--- src/rtl/chrlcd_pkg.sv ---
// Package for the character LCD nibble sequencer: types, codes and microcode.
package chrlcd_pkg;

  localparam int TICKS_W              = 20;
  localparam int HOLD_W               = 5;
  localparam int PC_W                 = 5;
  localparam int CLOCK_MHZ_FACTOR_DEF = 50;

  // Operation codes
  localparam logic [2:0] OP_INIT   = 3'd0;
  localparam logic [2:0] OP_CMD    = 3'd1;
  localparam logic [2:0] OP_CHAR   = 3'd2;
  localparam logic [2:0] OP_CURSOR = 3'd3;
  localparam logic [2:0] OP_CLEAR  = 3'd4;

  // Fixed bytes
  localparam logic [7:0] CMD_CLEAR   = 8'h01;
  localparam logic [7:0] ROW0_BASE   = 8'h80;
  localparam logic [7:0] ROW1_BASE   = 8'hC0;
  localparam logic [7:0] DDRAM_FLAG  = 8'h80;

  // Microcode entry points
  localparam logic [PC_W-1:0] PC_INIT      = 5'd0;
  localparam logic [PC_W-1:0] PC_INIT_END  = 5'd21;
  localparam logic [PC_W-1:0] PC_BYTE      = 5'd22;
  localparam logic [PC_W-1:0] PC_BYTE_END  = 5'd25;

  typedef struct packed {
    logic [2:0] operation;
    logic [7:0] byte_value;
    logic       row;
    logic [5:0] col;
  } in_item_t;

  typedef struct packed {
    logic [3:0]        data_nibble;
    logic              reg_select;
    logic              enable;
    logic [HOLD_W-1:0] hold_ms;
    logic              last;
  } out_item_t;

  typedef enum logic [1:0] {NIB_KEEP, NIB_HIGH, NIB_LOW} nib_sel_t;

  // One control word per sequencer step
  typedef struct packed {
    logic              use_const;
    logic [7:0]        const_byte;
    nib_sel_t          nib_sel;
    logic              en;
    logic [HOLD_W-1:0] hold;
    logic              last;
  } ucode_t;

  typedef enum logic [1:0] {ST_IDLE, ST_LOAD, ST_EMIT, ST_HOLD} seq_state_t;

  typedef struct packed {
    logic busy;
    logic done;
  } timer_status_t;

  // Initialisation command list
  function automatic logic [7:0] init_cmd(input logic [2:0] idx);
    logic [7:0] b;
    unique case (idx)
      3'd0:    b = 8'h02;
      3'd1:    b = 8'h28;
      3'd2:    b = 8'h0C;
      3'd3:    b = 8'h06;
      default: b = CMD_CLEAR;
    endcase
    return b;
  endfunction

  // One byte transfer phase: nibble, strobe level and hold
  function automatic ucode_t byte_phase(input logic [1:0] ph, input logic use_const,
                                        input logic [7:0] cbyte, input logic is_last);
    ucode_t w;
    w.use_const  = use_const;
    w.const_byte = cbyte;
    w.nib_sel    = ph[1] ? NIB_LOW : NIB_HIGH;
    w.en         = ~ph[0];
    w.hold       = (ph == 2'd3) ? HOLD_W'(2) : HOLD_W'(1);
    w.last       = is_last;
    return w;
  endfunction

  // Read-only control store
  function automatic ucode_t ucode(input logic [PC_W-1:0] pc);
    ucode_t     w;
    logic [4:0] k;
    k = pc - 5'd1;
    w = '0;
    priority if (pc == PC_INIT) begin
      w.nib_sel = NIB_KEEP;
      w.hold    = HOLD_W'(20);
    end else if (pc < PC_INIT_END) begin
      w = byte_phase(k[1:0], 1'b1, init_cmd(k[4:2]), 1'b0);
    end else if (pc == PC_INIT_END) begin
      w.nib_sel = NIB_KEEP;
      w.hold    = HOLD_W'(2);
      w.last    = 1'b1;
    end else if (pc <= PC_BYTE_END) begin
      k = pc - PC_BYTE;
      w = byte_phase(k[1:0], 1'b0, 8'h00, pc == PC_BYTE_END);
    end else begin
      w.nib_sel = NIB_KEEP;
      w.hold    = HOLD_W'(1);
      w.last    = 1'b1;
    end
    return w;
  endfunction

endpackage

--- src/rtl/char_lcd_nibble_sequencer_top.sv ---
// Top level of the character LCD nibble sequencer (4-bit bus, microcoded).
//
// Input channel (in_valid / in_stall / in_data) takes one operation per
// transaction: init, command byte, character, cursor move or clear. Codes
// 5 to 7 are taken and dropped. Output channel (out_valid / out_stall /
// out_data) gives the pin states in order, each with its hold time; last
// marks the final pin state of an operation.
// A step counter walks a read-only control store: init is 22 steps, every
// other operation 4 steps. Each pin state is loaded, then offered, and once
// taken is held by the hold timer for hold_ms milliseconds, scaled by
// ticks_per_ms. in_stall stays high until the last hold ends. A stalled
// result holds its payload and the sequencer waits on it. ticks_per_ms is
// written through cfg_write / cfg_data; the user must write it only while
// idle, as the block does not enforce this.
// Reset (synchronous) returns to idle, clears the pins and loads
// ticks_per_ms with CLOCK_MHZ_FACTOR * 1000.
module char_lcd_nibble_sequencer_top #(
  parameter int CLOCK_MHZ_FACTOR = chrlcd_pkg::CLOCK_MHZ_FACTOR_DEF
) (
  input  logic                           clk,
  input  logic                           rst,
  input  logic                           in_valid,
  output logic                           in_stall,
  input  chrlcd_pkg::in_item_t           in_data,
  output logic                           out_valid,
  input  logic                           out_stall,
  output chrlcd_pkg::out_item_t          out_data,
  input  logic                           cfg_write,
  input  logic [chrlcd_pkg::TICKS_W-1:0] cfg_data
);
  import chrlcd_pkg::*;

  localparam logic [TICKS_W-1:0] TICKS_RESET = TICKS_W'(CLOCK_MHZ_FACTOR * 1000);

  seq_state_t     state, state_next;
  logic [PC_W-1:0] pc;
  logic [7:0]     operand;
  logic           op_rs;
  logic [3:0]     pin_nibble;
  logic           pin_rs;
  logic [TICKS_W-1:0] ticks_per_ms;

  ucode_t         uw;
  logic [7:0]     cur_byte;
  logic [3:0]     nib_new;
  logic           rs_new;
  logic           in_take;
  logic           op_known;
  logic           timer_start;
  timer_status_t  tstat;
  logic [PC_W-1:0] entry_pc;
  logic [7:0]     entry_byte;
  logic           entry_rs;

  // Configuration register
  always_ff @(posedge clk) begin
    if (rst) begin
      ticks_per_ms <= TICKS_RESET;
    end else if (cfg_write) begin
      ticks_per_ms <= cfg_data;
    end
  end

  // Dispatch: entry step and operand byte per operation
  always_comb begin
    op_known   = 1'b1;
    entry_pc   = PC_BYTE;
    entry_byte = in_data.byte_value;
    entry_rs   = 1'b0;
    unique case (in_data.operation)
      OP_INIT:   entry_pc = PC_INIT;
      OP_CMD:    entry_rs = 1'b0;
      OP_CHAR:   entry_rs = 1'b1;
      OP_CURSOR: entry_byte = ((in_data.row ? ROW1_BASE : ROW0_BASE)
                               + {2'b00, in_data.col}) | DDRAM_FLAG;
      OP_CLEAR:  entry_byte = CMD_CLEAR;
      default:   op_known = 1'b0;
    endcase
  end

  // Datapath driven by the current control word
  always_comb begin
    uw       = ucode(pc);
    cur_byte = uw.use_const ? uw.const_byte : operand;
    nib_new  = pin_nibble;
    rs_new   = pin_rs;
    unique case (uw.nib_sel)
      NIB_HIGH: begin
        nib_new = cur_byte[7:4];
        rs_new  = op_rs;
      end
      NIB_LOW: begin
        nib_new = cur_byte[3:0];
        rs_new  = op_rs;
      end
      default: begin
        nib_new = pin_nibble;
        rs_new  = pin_rs;
      end
    endcase
  end

  assign in_stall = (state != ST_IDLE);
  assign in_take  = in_valid && !in_stall;
  assign out_valid = (state == ST_EMIT);

  // Sequencer state register
  always_ff @(posedge clk) begin
    if (rst) begin
      state <= ST_IDLE;
    end else begin
      state <= state_next;
    end
  end

  // Next state and control
  always_comb begin
    state_next  = state;
    timer_start = 1'b0;
    unique case (state)
      ST_IDLE: begin
        if (in_take && op_known) state_next = ST_LOAD;
      end
      ST_LOAD: begin
        state_next = ST_EMIT;
      end
      ST_EMIT: begin
        if (!out_stall) begin
          timer_start = 1'b1;
          state_next  = ST_HOLD;
        end
      end
      ST_HOLD: begin
        if (tstat.done) state_next = out_data.last ? ST_IDLE : ST_LOAD;
      end
      default: state_next = ST_IDLE;
    endcase
  end

  // Step counter, operand and pin registers
  always_ff @(posedge clk) begin
    if (rst) begin
      pc         <= PC_INIT;
      pin_nibble <= '0;
      pin_rs     <= 1'b0;
    end else begin
      if (state == ST_IDLE && in_take) begin
        pc      <= entry_pc;
        operand <= entry_byte;
        op_rs   <= entry_rs;
      end else if (state == ST_HOLD && tstat.done && !out_data.last) begin
        pc <= pc + PC_W'(1);
      end
      if (state == ST_LOAD) begin
        pin_nibble <= nib_new;
        pin_rs     <= rs_new;
      end
    end
  end

  // Result register, loaded once per step
  always_ff @(posedge clk) begin
    if (state == ST_LOAD) begin
      out_data.data_nibble <= nib_new;
      out_data.reg_select  <= rs_new;
      out_data.enable      <= uw.en;
      out_data.hold_ms     <= uw.hold;
      out_data.last        <= uw.last;
    end
  end

  chrlcd_hold_timer u_timer (
    .clk          (clk),
    .rst          (rst),
    .ticks_per_ms (ticks_per_ms),
    .start        (timer_start),
    .hold_ms      (out_data.hold_ms),
    .status       (tstat)
  );

endmodule

--- src/rtl/chrlcd_hold_timer.sv ---
// Hold timer: counts down hold_ms milliseconds, each measured by ticks_per_ms.
module chrlcd_hold_timer (
  input  logic                           clk,
  input  logic                           rst,
  input  logic [chrlcd_pkg::TICKS_W-1:0] ticks_per_ms,
  input  logic                           start,
  input  logic [chrlcd_pkg::HOLD_W-1:0]  hold_ms,
  output chrlcd_pkg::timer_status_t      status
);
  import chrlcd_pkg::*;

  logic [TICKS_W-1:0] tick_left;
  logic [HOLD_W-1:0]  ms_left;

  // Nested countdown: ticks within a millisecond, then milliseconds
  always_ff @(posedge clk) begin
    if (rst) begin
      status <= '0;
    end else begin
      status.done <= 1'b0;
      if (start) begin
        tick_left <= ticks_per_ms - TICKS_W'(1);
        ms_left   <= hold_ms;
        if (hold_ms == '0) begin
          status.busy <= 1'b0;
          status.done <= 1'b1;
        end else begin
          status.busy <= 1'b1;
        end
      end else if (status.busy) begin
        if (tick_left == '0) begin
          if (ms_left <= HOLD_W'(1)) begin
            status.busy <= 1'b0;
            status.done <= 1'b1;
          end else begin
            ms_left   <= ms_left - HOLD_W'(1);
            tick_left <= ticks_per_ms - TICKS_W'(1);
          end
        end else begin
          tick_left <= tick_left - TICKS_W'(1);
        end
      end
    end
  end

endmodule

--- config.mk ---
export PLATFORM = sky130hd
export DESIGN_NAME = char_lcd_nibble_sequencer_top
export DESIGN_NICKNAME = d
export VERILOG_FILES = /design/src/rtl/chrlcd_pkg.sv /design/src/rtl/char_lcd_nibble_sequencer_top.sv /design/src/rtl/chrlcd_hold_timer.sv
export SDC_FILE = /design/constraint.sdc
export NUM_CORES = 1
export LEC_CHECK = 0
export ABC_AREA = 1
export BUFFER_PORTS_ARGS = -buffer_cell sky130_fd_sc_hd__buf_2
export CAP_MARGIN = 20
export CORE_MARGIN = 2
export CORE_UTILIZATION = 30
export CTS_CLUSTER_SIZE = 24
export DETAILED_ROUTE_END_ITERATION = 12
export PLACE_DENSITY = 0.48
export SETUP_SLACK_MARGIN = 0.02
export SLEW_MARGIN = 40
export SYNTH_ARGS = -nofsm -noshare
export SYNTH_HDL_FRONTEND = slang
export SYNTH_SLANG_ARGS = --single-unit
--- constraint.sdc ---
create_clock -name clk -period 2.95 [get_ports clk]
set_input_delay 0.885 -clock clk [delete_from_list [all_inputs] [get_ports clk]]
set_output_delay 0.885 -clock clk [all_outputs]
set_load 0.02 [all_outputs]
==> metrics list, run 1 <==
* Clock sinks: 78
* Final worst hold slack: 0.514 ns
- The number of nets in the synthesized netlist is 618.
- Leaving out filler cells and counting taps, the final layout contains 806.
- Multi-input gate area in the final layout: 2150 µm²
* Post-route setup TNS: 0 ns
- Warning count from the yosys run: 0
- In this run the horizontal extent of the chip is 127 µm.
- FF-to-FF Start: pc[0]
- Terminus of the critical flop-to-flop path: out_data[11]
* Placed Instances: 790
- VDD sags by at most 0.000389 V.
* Share of layout cells above drive strength 1: 0.170
- After detailed placement, the total cell area comes to 4980 µm².
* Core outline area: 14600 µm²
- Worst R2R Setup Slack: 0.51 ns
- The first global-routing pass estimated 17.8 mm of wire.
- Period Utilization, post-route: 0.827
* Count of H-tree levels built during CTS: 3
* Quantity of hold-fixing buffers added after cts: 0
- Hold path endpoint: ticks_per_ms[2]
* Power Internal: 2.60 mW
- Filler cell count: 1558
* Share of async-settable or async-resettable flops after synthesis: 0
* Root Buffer Master: sky130_fd_sc_hd__clkbuf_16
- Total power divided by cell area: 743 nW/µm²
* Largest buffer count on any clock path: 2
- Share of total power in the clock network: 0.311
- For the worst setup path, the data arrival time is 2.53 ns.
- Compared with the post-synthesis result, the final layout area differs by 17.4%.
- Maximum clock skew at final layout: 0.00906 ns
- The initial antenna violation count came to 0.
- Dividing the detail-routed via count by the number of cells gives 4.67.
- CTS buffer count: 9
- The startpoint identified for the worst hold timing path is ticks_per_ms[2].
* Final routed wire length divided by cell count: 12.9 µm
- Count of final hold-check violations: 0
- Post-CTS repair timing setup buffer count: 0
- Area of the die: 16100 µm²
- The number of slew-limit violations in the final report was 0.
- Post-layout instance area: 5310 µm²
- Clock latency on the worst-skew pair, taken at its later pin, is 0.34 ns.
- For this block, the via count after detailed routing is 3768.
- Logic pwr share: 0.304
- Entering global routing, the biggest net connects 26 pins.
- In the final design database the tool counted 675 nets.
- Share of the yosys chip area belonging to registers: 0.443
- Minimum clock period after layout: 2.44 ns
- Post-route DRC violation count: 0
* Critical path type: reg -> reg
- Post-CTS sizing: 0
- Overall power of the completed layout: 3.94 mW
- The initial utilization of the core area, before any placement, comes to 0.309.
- In this run the static leakage power is 2.34 nW.
- Most used flip-flop cell after synthesis: sky130_fd_sc_hd__edfxtp_1
* Sequential Power Share: 0.385
- Summed over all nets, the half-perimeter wirelength after detailed placement is 7.96 mm.
- The flow ran to the end, and the final reports show no timing, DRC or antenna violations.
- The first detailed-routing pass ran for 7 iterations.
* Required @ worst endpoint: 3.04 ns
- Buffers placed on the I/O ports in this run total 55.
- Sequential cell area in the final layout: 2000 µm²
- Setup violations remaining at the end of the flow were counted as 0.
- The repair_antennas step left the layout with diodes totalling 0.
- Final wirelength: 10.4 mm
* Die span in y: 127 µm
* I/O pin total: 57
- The detail route stage leaves a number of antenna-violating nets equal to 0.
- Summed over all layers, the global routing overflow is 0.
* Starting DRC count in detailed routing: 170
- Switching fraction of total power: 0.341
- Reported max-cap violation count: 0
- Std-Cell Rows: 44
- Unrepaired setup endpoints after global routing: no
- For this design the total switching power over the nets is 1.35 mW.
- Headroom to the max-slew limit came out at 0.520.
- Mean cell area of the mapped netlist: 8.07 µm²
- Fmax: 410 MHz
* Count of cells along the worst hold path: 2
- Number of cells traversed by the worst register-to-register path: 11
- Post-synthesis register bit count: 78
* Number of global-route vias before repair: 3653
- TritonCTS clock tree: built
- Placer's final routability congestion estimate: 0.845
- After clock tree synthesis, the clock-pin slew on the worst setup and hold paths is 0.07 ns.
* Category of the worst setup path capture point: flop
- Crit start category: flop
- Of all nets on the critical path, the largest fanout is 9.
- Yosys mapped a number of flops with a built-in enable equal to 44.
- The cell count after synthesis came out at 560.
* Type of the worst min-delay path: reg -> reg
- For the pin with the worst max-slew slack, the measured transition is 0.718 ns.
- Counting distinct cell types in the post-synthesis netlist gives 44.
* Total routing usage reported by global routing: 0.138
- Cell area after synthesis: 4520 µm²
==> power by group through the flow <==
| stage | Combinational [mW] | Sequential, mW | Clock, mW |
|---|---|---|---|
| after floorplan | 0.877 | 1.56 | 0 |
| after global placement | 1.19 | 1.54 | 0 |
| after detailed placement | 1.21 | 1.54 | 0 |
| after CTS | 1.21 | 1.52 | 1.26 |
| after global routing | 1.41 | 1.54 | 1.30 |
| final | 1.20 | 1.52 | 1.23 |
==> cells in the mapped netlist, types with 2 or more instances <==
library cell | number | area share
sky130_fd_sc_hd__nor2_4 | 2 | 0.0050
sky130_fd_sc_hd__nor2_2 | 9 | 0.012
sky130_fd_sc_hd__o21ai_1 | 16 | 0.018
sky130_fd_sc_hd__nand2_1 | 94 | 0.078
sky130_fd_sc_hd__nor4_1 | 4 | 0.0055
sky130_fd_sc_hd__nand4_1 | 2 | 0.0028
sky130_fd_sc_hd__nor3_2 | 4 | 0.0089
sky130_fd_sc_hd__nand3b_1 | 2 | 0.0033
sky130_fd_sc_hd__nor2_1 | 65 | 0.054
sky130_fd_sc_hd__nor3_1 | 7 | 0.0077
sky130_fd_sc_hd__nand3_2 | 5 | 0.011
sky130_fd_sc_hd__inv_2 | 7 | 0.0058
sky130_fd_sc_hd__a211oi_1 | 3 | 0.0050
sky130_fd_sc_hd__nand2_2 | 2 | 0.0028
sky130_fd_sc_hd__edfxtp_1 | 44 | 0.29
sky130_fd_sc_hd__nand3_1 | 26 | 0.029
sky130_fd_sc_hd__buf_4 | 3 | 0.0050
sky130_fd_sc_hd__o211ai_1 | 3 | 0.0050
sky130_fd_sc_hd__ha_1 | 15 | 0.042
sky130_fd_sc_hd__a22o_1 | 6 | 0.012
sky130_fd_sc_hd__xor2_1 | 21 | 0.041
sky130_fd_sc_hd__clkbuf_1 | 6 | 0.0050
sky130_fd_sc_hd__o21ai_0 | 41 | 0.045
sky130_fd_sc_hd__buf_6 | 2 | 0.0050
sky130_fd_sc_hd__inv_1 | 71 | 0.059
sky130_fd_sc_hd__o22ai_1 | 2 | 0.0028
sky130_fd_sc_hd__a21oi_1 | 36 | 0.040
sky130_fd_sc_hd__xnor2_1 | 7 | 0.014
sky130_fd_sc_hd__dfxtp_1 | 34 | 0.15
sky130_fd_sc_hd__a31oi_1 | 7 | 0.0097
==> layout by cell type, fill, tap and decap left out, types with 16 or more instances in the layout <==
cell / n
sky130_fd_sc_hd__buf_2: 55
sky130_fd_sc_hd__dfxtp_1: 34
sky130_fd_sc_hd__xor2_1: 21
sky130_fd_sc_hd__nor2_1: 65
sky130_fd_sc_hd__nand2_1: 94
sky130_fd_sc_hd__a21oi_1: 36
sky130_fd_sc_hd__o21ai_0: 41
sky130_fd_sc_hd__nand3_1: 26
sky130_fd_sc_hd__inv_1: 71
sky130_fd_sc_hd__o21ai_1: 16
sky130_fd_sc_hd__edfxtp_1: 44
==> flip-flops by register name (all words and copies together), names as in the netlist, 2 cells and up <==
| register | flops |
|---|---|
| u_timer.ms_left | 5 |
| state | 2 |
| u_timer.tick_left | 20 |
| u_timer.status | 2 |
| pc | 5 |
| operand | 8 |
| out_data | 10 |
| pin_nibble | 4 |
| ticks_per_ms | 20 |
==> per-stage QoR <==
step / util / setup WS [ns]
6_report: 0.362 / 0.510
2_1_floorplan: - / 0.694
3_5_place_dp: 0.340 / 0.531
3_3_place_gp: 0.340 / 0.574
5_1_grt: 0.362 / 0.239
4_1_cts: 0.362 / 0.509
==> per-layer routing <==
layer	global-route usage	wire, µm	up-vias
met2	0.217	4610	98
met1	0.193	5220	1685
met4	0.0478	169	0
met5	0	0	-
met3	0.0249	398	12
li1	-	-	1973
==> worst max path at each step <==
stage / start / cells past startpoint / slack, ns / end
finish: pc[0] / 11 / 0.51 / out_data[11]
global route: pc[0] / 17 / 0.24 / pin_rs
CTS: pc[0] / 11 / 0.51 / out_data[11]
detailed placement: pc[0] / 11 / 0.53 / out_data[11]
global placement: pc[0] / 11 / 0.57 / out_data[11]
floorplan: out_stall / 5 / 0.69 / u_timer.ms_left[0]
==> critical path, stage by stage (launching register included) <==
cell and delay, ns:
sky130_fd_sc_hd__dfxtp_1 0.43, sky130_fd_sc_hd__inv_1 0.15, sky130_fd_sc_hd__ha_1 0.29, sky130_fd_sc_hd__nand3_2 0.13, sky130_fd_sc_hd__inv_1 0.09, sky130_fd_sc_hd__nor3_2 0.24, sky130_fd_sc_hd__inv_2 0.04, sky130_fd_sc_hd__ha_1 0.28
sky130_fd_sc_hd__inv_1 0.13, sky130_fd_sc_hd__or2_2 0.30, sky130_fd_sc_hd__nand2_1 0.08, sky130_fd_sc_hd__inv_1 0.04
==> logic make-up after synthesis <==
family | count (synthesis) | share of synthesized area
compound gates | 119 | 0.147
xor+xnor | 28 | 0.0542
fa+ha+maj | 15 | 0.0415
buf+inv | 92 | 0.0827
flops | 78 | 0.443
mux | 1 | 0.00221
other cells | 1 | 0.000829
simple gates | 226 | 0.228
==> layout make-up <==
cell class	instances	share of cell area
sequential	78	0.377
clock inverter	4	0.0130
tap	184	0.0434
timing repair buffer	58	0.0561
multi-input combinational	390	0.405
inverter	80	0.0570
clock buffer	12	0.0486
No activity file was read; power rests on OpenSTA's default activity.
==> run 2, diff against run 1 <==
- PLACE_DENSITY: 0.48 -> 0.49
- clock period: 2.95 -> 2 ns (I/O delays scaled with it)
==> run 2 against run 1 <==
Effect of this change: clock skew shrank 0.00098 ns; cell area is 14% higher; routed wire length is 12% higher; sequential power grew 49%; sequential cell count unchanged; die area is the same; clock power increased by 33%; combinational power is 100% higher.
==> metrics list, run 2 (synthesized netlist as in run 1, its figures left out) <==
- Result of the run: completed
* Quantity of hold-fixing buffers added after cts: 0 (unchanged)
- The standard cell core area came to 14600 µm² (unchanged).
* Post-layout instance count excluding filler cells: 871 (+8.1%)
- NumNets Final: 740 (+9.6%)
- Max_slew headroom: 0.629 (+0.109)
* Total via count after detailed routing: 4061 (+7.8%)
* I/O pin total: 57 (unchanged)
- Top fanout value on the critical path: 5 (-4)
* Critical path type: reg -> reg
- Reported max-cap violation count: 0 (unchanged)
* Minimum clock period after layout: 1.97 ns (-0.471 ns)
- Post-route setup TNS: 0 ns (unchanged)
* Series of cell instances along the critical path: inv_6, nand2_2, nand2_2, nand2_4, inv_4, nand2_4, inv_2, nor3_4, inv_2, ha_4, inv_6, or2_4, nand2_4, inv_2
* Required @ worst endpoint: 2.09 ns (-0.95 ns)
- The number of antenna-violating nets in the routed design came to 0 (unchanged).
- The number of fill cells is 1499 (-3.8%).
- The power after layout was 6.32 mW (+60%).
* Total power divided by cell area: 1050 nW/µm² (+41%)
* Count of final hold-check violations: 0 (unchanged)
- Die span in y: 127 µm (unchanged)
- The wire length after detailed routing was 11.6 mm (+12%).
- The measured slew at the worst slew-check pin is 0.557 ns (-0.161 ns).
- The fraction of met2 tracks used by global routing was 0.227 (+0.0108).
- Source-to-sink clock delay at the later pin of the worst-skew pair: 0.33 ns (about the same)
- Placed Instances: 828 (+4.8%)
- Worst vdd rail ir drop: 0.000547 V (+41%)
- The port buffer count is 55 (unchanged).
- Busiest metal layer after global routing: met2
- The number of global-route vias before repair came to 3938 (+7.8%).
* Number of pins exceeding their max-slew limit in the final report: 0 (unchanged)
* Root Buffer Master: sky130_fd_sc_hd__clkbuf_16
- Wire length of the first global-routing pass: 18.9 mm (+6.0%)
- Category of the worst setup path capture point: flop
- CTS buffer count: 9 (unchanged)
* Period Utilization, post-route: 0.984 (+0.157)
- Final routed wire length divided by cell count: 13.3 µm (+3.2%)
- The mean number of vias per cell came to 4.66 (-0.27%).
* Area delta synth->final: 33.4%
* Pre-CTS worst setup slack: -0.125 ns (-0.656 ns)
- Clock sinks: 78 (unchanged)
- The layout cell share with drive strength beyond 1 was 0.316 (+0.145).
- The leftover overflow at the end of global routing was 0 (unchanged).
- The number of iterations in the first detailed-routing pass is 5 (-2).
- The count of final setup violators came to 0 (unchanged).
* Pin count of the biggest net entering global routing: 24 (-7.7%)
* Total routing usage reported by global routing: 0.145 (+0.00696)
* Most frequent cells in the layout: sky130_fd_sc_hd__nand2_1 (85), sky130_fd_sc_hd__buf_4 (63), sky130_fd_sc_hd__inv_1 (61)
- Std-Cell Rows: 44 (unchanged)
- The antenna diode count was 0 (unchanged).
- Met3 track demand over resource in global routing: 0.0266 (+0.00169)
- The area of the die was 16100 µm² (unchanged).
- Post-route DRC violation count: 0 (unchanged)
* Crit start category: flop
* Maximum cell stage delay along the critical path: 0.39 ns (-0.04 ns)
* Antenna violations before repair: 0 (unchanged)
- The worst-case setup margin in the final layout came to 0.0311 ns (-0.479 ns).
- The leakage power came to 2.70 nW (+15%).
- Initial standard-cell utilization of the core: 0.309 (unchanged)
- Largest registers: ticks_per_ms: 20 flops, u_timer.tick_left: 20 flops, out_data: 10 flops
- TritonCTS built the clock tree.
* Starting DRC count in detailed routing: 178 (+4.7%)
* HPWL after detailed placement: 8.55 mm (+7.5%)
- Unrepaired setup endpoints after global routing: yes
- Largest buffer count on any clock path: 2 (unchanged)
* Crit path DAT: 2.06 ns (-0.47 ns)
- The depth of the CTS H-tree is 3 (unchanged).
- Type of the worst min-delay path: in -> reg
* Placer's final routability congestion estimate: 0.810 (-4.2%)
* Fmax: 508 MHz (+24%)
* Most common library cell in the layout ignoring fill and taps: sky130_fd_sc_hd__nand2_1
- The die outline width is 127 µm (unchanged).
- Maximum clock skew at final layout: 0.00808 ns (-0.000978 ns)
- Slowest library cell on the worst path: sky130_fd_sc_hd__dfxtp_4
* Worst-path clk slew: 0.06 ns (about the same)
- The met1 global-route usage was 0.205 (+0.0124).
[run 2: changes by cell type in the layout (fill, tap and decap cells not counted), moves of 4 or more]
cell,previous run,this run
sky130_fd_sc_hd__inv_2,7,14
sky130_fd_sc_hd__nor2_1,65,60
sky130_fd_sc_hd__nand2_1,94,85
sky130_fd_sc_hd__nand2_4,1,5
sky130_fd_sc_hd__nand2_2,2,7
sky130_fd_sc_hd__ha_1,14,10
sky130_fd_sc_hd__inv_1,71,61
sky130_fd_sc_hd__buf_4,3,63
sky130_fd_sc_hd__dfxtp_1,34,29
[run 2: path summary, 6_finish.rpt]
path / from / endpoint / slack [ns] / depth (start not counted)
setup / recovery: pc[0] / out_data[11] / 0.03 / 14
hold / removal: cfg_data[6] / ticks_per_ms[6] / 0.48 / 3
setup reg to reg: pc[0] / out_data[11] / 0.03 / 14
hold reg to reg: ticks_per_ms[2] / ticks_per_ms[2] / 0.52 / 2
[run 2: area by class of cell]
class | count | area, µm² | area share
timing repair buffer | 122 | 830 | 0.137
timing repair inverter | 1 | 5.00 | 0.000830
sequential | 78 | 2020 | 0.334
multi-input combinational | 390 | 2330 | 0.386
clock inverter | 3 | 13.8 | 0.00228
tap | 184 | 230 | 0.0382
clock buffer | 13 | 292 | 0.0483
inverter | 80 | 320 | 0.0531
[run 2: metal layers]
layer,vias up,routed length (µm)
met4,0,187
met5,-,0
li1,2102,-
met3,15,454
met2,80,5320
met1,1864,5640
[run 2: where the power goes]
group	internal, mW	total, mW	switching, mW	leakage [nW]
Combinational	1.02	2.42	1.40	1.86
Clock	1.01	1.64	0.631	0.154
Sequential	2.07	2.26	0.189	0.689
Total	4.10	6.32	2.22	2.70
[run 2: repair_timing]
action                     CTS  global route
resized for setup           14            35
setup buffers                4            21
setup endpoints to repair    6            36
pin swaps                    7            19
gates cloned                 0             3
[run 2: critical path, delay by kind of cell, from the launching register on]
| kind | cells | cell delay (ns) |
|---|---|---|
| buffers and inverters | 6 | 0.27 |
| AND/OR/NAND/NOR | 7 | 0.77 |
| adder cells (fa/ha/maj) | 1 | 0.30 |
| flip-flops | 1 | 0.39 |
[run 2: stage by stage]
stage               area (µm²)   util  hold slack [ns]
floorplan                 4580      -            0.474
global placement          5340  0.364            0.500
detailed placement        5340  0.364            0.511
CTS                       5720  0.391            0.473
global route              6030  0.412            0.497
finish                    6030  0.412            0.481
==> run 3, diff against run 2 <==
- CTS_BUF_LIST: not set -> sky130_fd_sc_hd__clkbuf_4
==> run 3 against run 2 <==
Effect of this change: the flow now finishes with violations (setup timing); cell area down 2.7%; largest power group unchanged; clock-buffer cell count down 4; sequential cell count unchanged.
==> metrics list, run 3 (synthesized netlist as in run 1, its figures left out) <==
* Worst-path clk slew: 0.13 ns (+0.07 ns)
- The worst-case headroom to the max-slew limit came to 0.623 (-0.00604).
- By startpoint and endpoint, the worst setup path is classified as reg -> reg.
- The leftover overflow at the end of global routing was 0 (unchanged).
* Source-to-sink clock delay at the later pin of the worst-skew pair: 0.43 ns (+0.10 ns)
* Pin count of the biggest net entering global routing: 24 (unchanged)
* Number of global-route vias before repair: 3947 (+0.23%)
- Initial standard-cell utilization of the core: 0.309 (unchanged)
* Total routing usage reported by global routing: 0.146 (+0.00124)
- X dimension of the die: 127 µm (unchanged)
- HPWL after detailed placement: 8.55 mm (unchanged)
* Total via count after detailed routing: 4088 (+0.66%)
- STA classifies the critical path endpoint as a flop.
- Final worst hold slack: 0.381 ns (-0.100 ns)
- The number of buffers created by CTS is 9 (unchanged).
* Final routed wire length divided by cell count: 13.5 µm (+1.4%)
- The area growth from synthesis to layout is 29.8%.
- The initial antenna violation count is 0 (unchanged).
- Worst vdd rail ir drop: 0.000492 V (-10%)
* Largest registers: ticks_per_ms: 20 flops, u_timer.tick_left: 20 flops, out_data: 10 flops
- Final wirelength: 11.8 mm (+1.5%)
- Std-Cell Rows: 44 (unchanged)
- The required arrival time at the worst endpoint is 2.20 ns (+0.11 ns).
* Number of pins exceeding their max-slew limit in the final report: 0 (unchanged)
* Number of search-and-repair iterations in the first detailed-routing pass: 4 (-1)
- Clock sinks: 78 (unchanged)
- The root buffer cell chosen for the clock tree is sky130_fd_sc_hd__clkbuf_4.
- Area of the die: 16100 µm² (unchanged)
- The final worst-path cycle share came to 1.00 (+0.0184).
- Fmax: 499 MHz (-1.8%)
- The mean number of vias per cell is 4.69 (+0.55%).
- Post-route setup TNS: -0.00569 ns (-0.00569 ns)
- Post-DRT Antenna Nets: 0 (unchanged)
- Count of antenna diodes in the layout: 0 (unchanged)
* Total power divided by cell area: 956 nW/µm² (-8.7%)
- The tightest min-delay check is of the in -> reg type.
- Placer's final routability congestion estimate: 0.810 (unchanged)
* Final number of setup-violating endpoints: 1 (+1)
- The count of hold-fix buffers inserted at cts came to 0 (unchanged).
- Top fanout value on the critical path: 5 (unchanged)
- The arrival time reported for the critical path endpoint was 2.20 ns (+0.14 ns).
* Slew @ Worst Pin: 0.566 ns (+0.00905 ns)
* Most common library cell in the layout ignoring fill and taps: sky130_fd_sc_hd__nand2_1
* Die span in y: 127 µm (unchanged)
* Most frequent cells in the layout: sky130_fd_sc_hd__nand2_1 (84), sky130_fd_sc_hd__buf_4 (64), sky130_fd_sc_hd__nor2_1 (61)
- NumNets Final: 741 (+0.14%)
- Port buffer count: 55 (unchanged)
- Count of H-tree levels built during CTS: 3 (unchanged)
- Pre-CTS worst setup slack: -0.125 ns (unchanged)
* I/O pin total: 57 (unchanged)
- Worst Slack Setup Final: -0.00569 ns (-0.0368 ns)
- The worst setup path is launched from a flop.
- Share of layout cells above drive strength 1: 0.320 (+0.00390)
- TritonCTS clock tree: built
* Starting DRC count in detailed routing: 167 (-6.2%)
* Maximum clock skew at final layout: 0.0168 ns (+0.00875 ns)
- The leakage power was 2.62 nW (-3.1%).
- The total of max-cap violations was 0 (unchanged).
* Core outline area: 14600 µm² (unchanged)
- Minimum clock period after layout: 2.01 ns (+0.0368 ns)
- Count of final hold-check violations: 0 (unchanged)
- Violations in the final reports: setup timing
- Wire length of the first global-routing pass: 19.0 mm (+0.69%)
- The run finished, with violations left.
* Largest buffer count on any clock path: 2 (unchanged)
* Post-route DRC violation count: 0 (unchanged)
* Unrepaired setup endpoints after global routing: yes
run 3: cell types whose count changed in the layout (fill, tap and decap cells not counted), moves of 3 or more:
cell / before / now
sky130_fd_sc_hd__clkbuf_8: 3 / 0
sky130_fd_sc_hd__clkbuf_16: 12 / 2
sky130_fd_sc_hd__clkbuf_4: 0 / 9
sky130_fd_sc_hd__clkinv_1: 1 / 4
run 3: per-stage QoR:
step	cell area (µm²)	utilization	cells	total power, mW
final	5870	0.401	872	5.61
after global routing	5870	0.401	872	6.06
after CTS	5540	0.379	848	5.43
after detailed placement	5340	0.364	828	4.35
after global placement	5340	0.364	828	4.33
after floorplan	4580	-	560	3.66
run 3: area by class of cell:
cell class | count | area [µm²]
Fill cell | 1518 | 8780
Multi-Input combinational cell | 390 | 2330
Sequential cell | 78 | 2020
Timing Repair Buffer | 123 | 837
Inverter | 80 | 320
Tap cell | 184 | 230
Clock buffer | 9 | 67.6
Clock inverter | 7 | 55.1
Timing Repair inverter | 1 | 5.00
run 3: per-layer routing:
metal	track usage	wire, µm	up-vias
li1	-	-	2106
met1	0.206	5770	1889
met2	0.230	5390	77
met3	0.0228	391	16
met4	0.0517	227	0
met5	0	0	-
run 3: power by group:
part	leakage, nW	switching [mW]	internal (mW)
clock network	0.0696	0.563	0.361
logic	1.86	1.41	1.02
registers	0.690	0.193	2.07
run 3: worst max-delay path, stage by stage, from the launching register on:
cell	delay [ns]
sky130_fd_sc_hd__dfxtp_4	0.42
sky130_fd_sc_hd__inv_6	0.06
sky130_fd_sc_hd__nand2_2	0.07
sky130_fd_sc_hd__nand2_2	0.08
sky130_fd_sc_hd__nand2_4	0.09
sky130_fd_sc_hd__inv_4	0.05
sky130_fd_sc_hd__nand2_4	0.07
sky130_fd_sc_hd__inv_2	0.04
sky130_fd_sc_hd__nor3_4	0.19
sky130_fd_sc_hd__inv_2	0.06
sky130_fd_sc_hd__ha_4	0.30
sky130_fd_sc_hd__inv_6	0.04
sky130_fd_sc_hd__or2_4	0.23
sky130_fd_sc_hd__nand2_4	0.06
sky130_fd_sc_hd__inv_2	0.03
run 3: timing repair:
item,CTS,global route
cloned,0,3
endpoints found under the setup margin,8,37
resized for setup,17,38
buffers inserted,4,22
pin swaps,7,19
run 3: worst paths after layout:
check	start	cells after the start	slack, ns	endpoint
max reg2reg	pc[0]	14	-0.006	out_data[11]
min reg2reg	ticks_per_ms[2]	2	0.53	ticks_per_ms[2]
max	pc[0]	14	-0.006	out_data[11]
min	cfg_data[4]	3	0.38	ticks_per_ms[4]
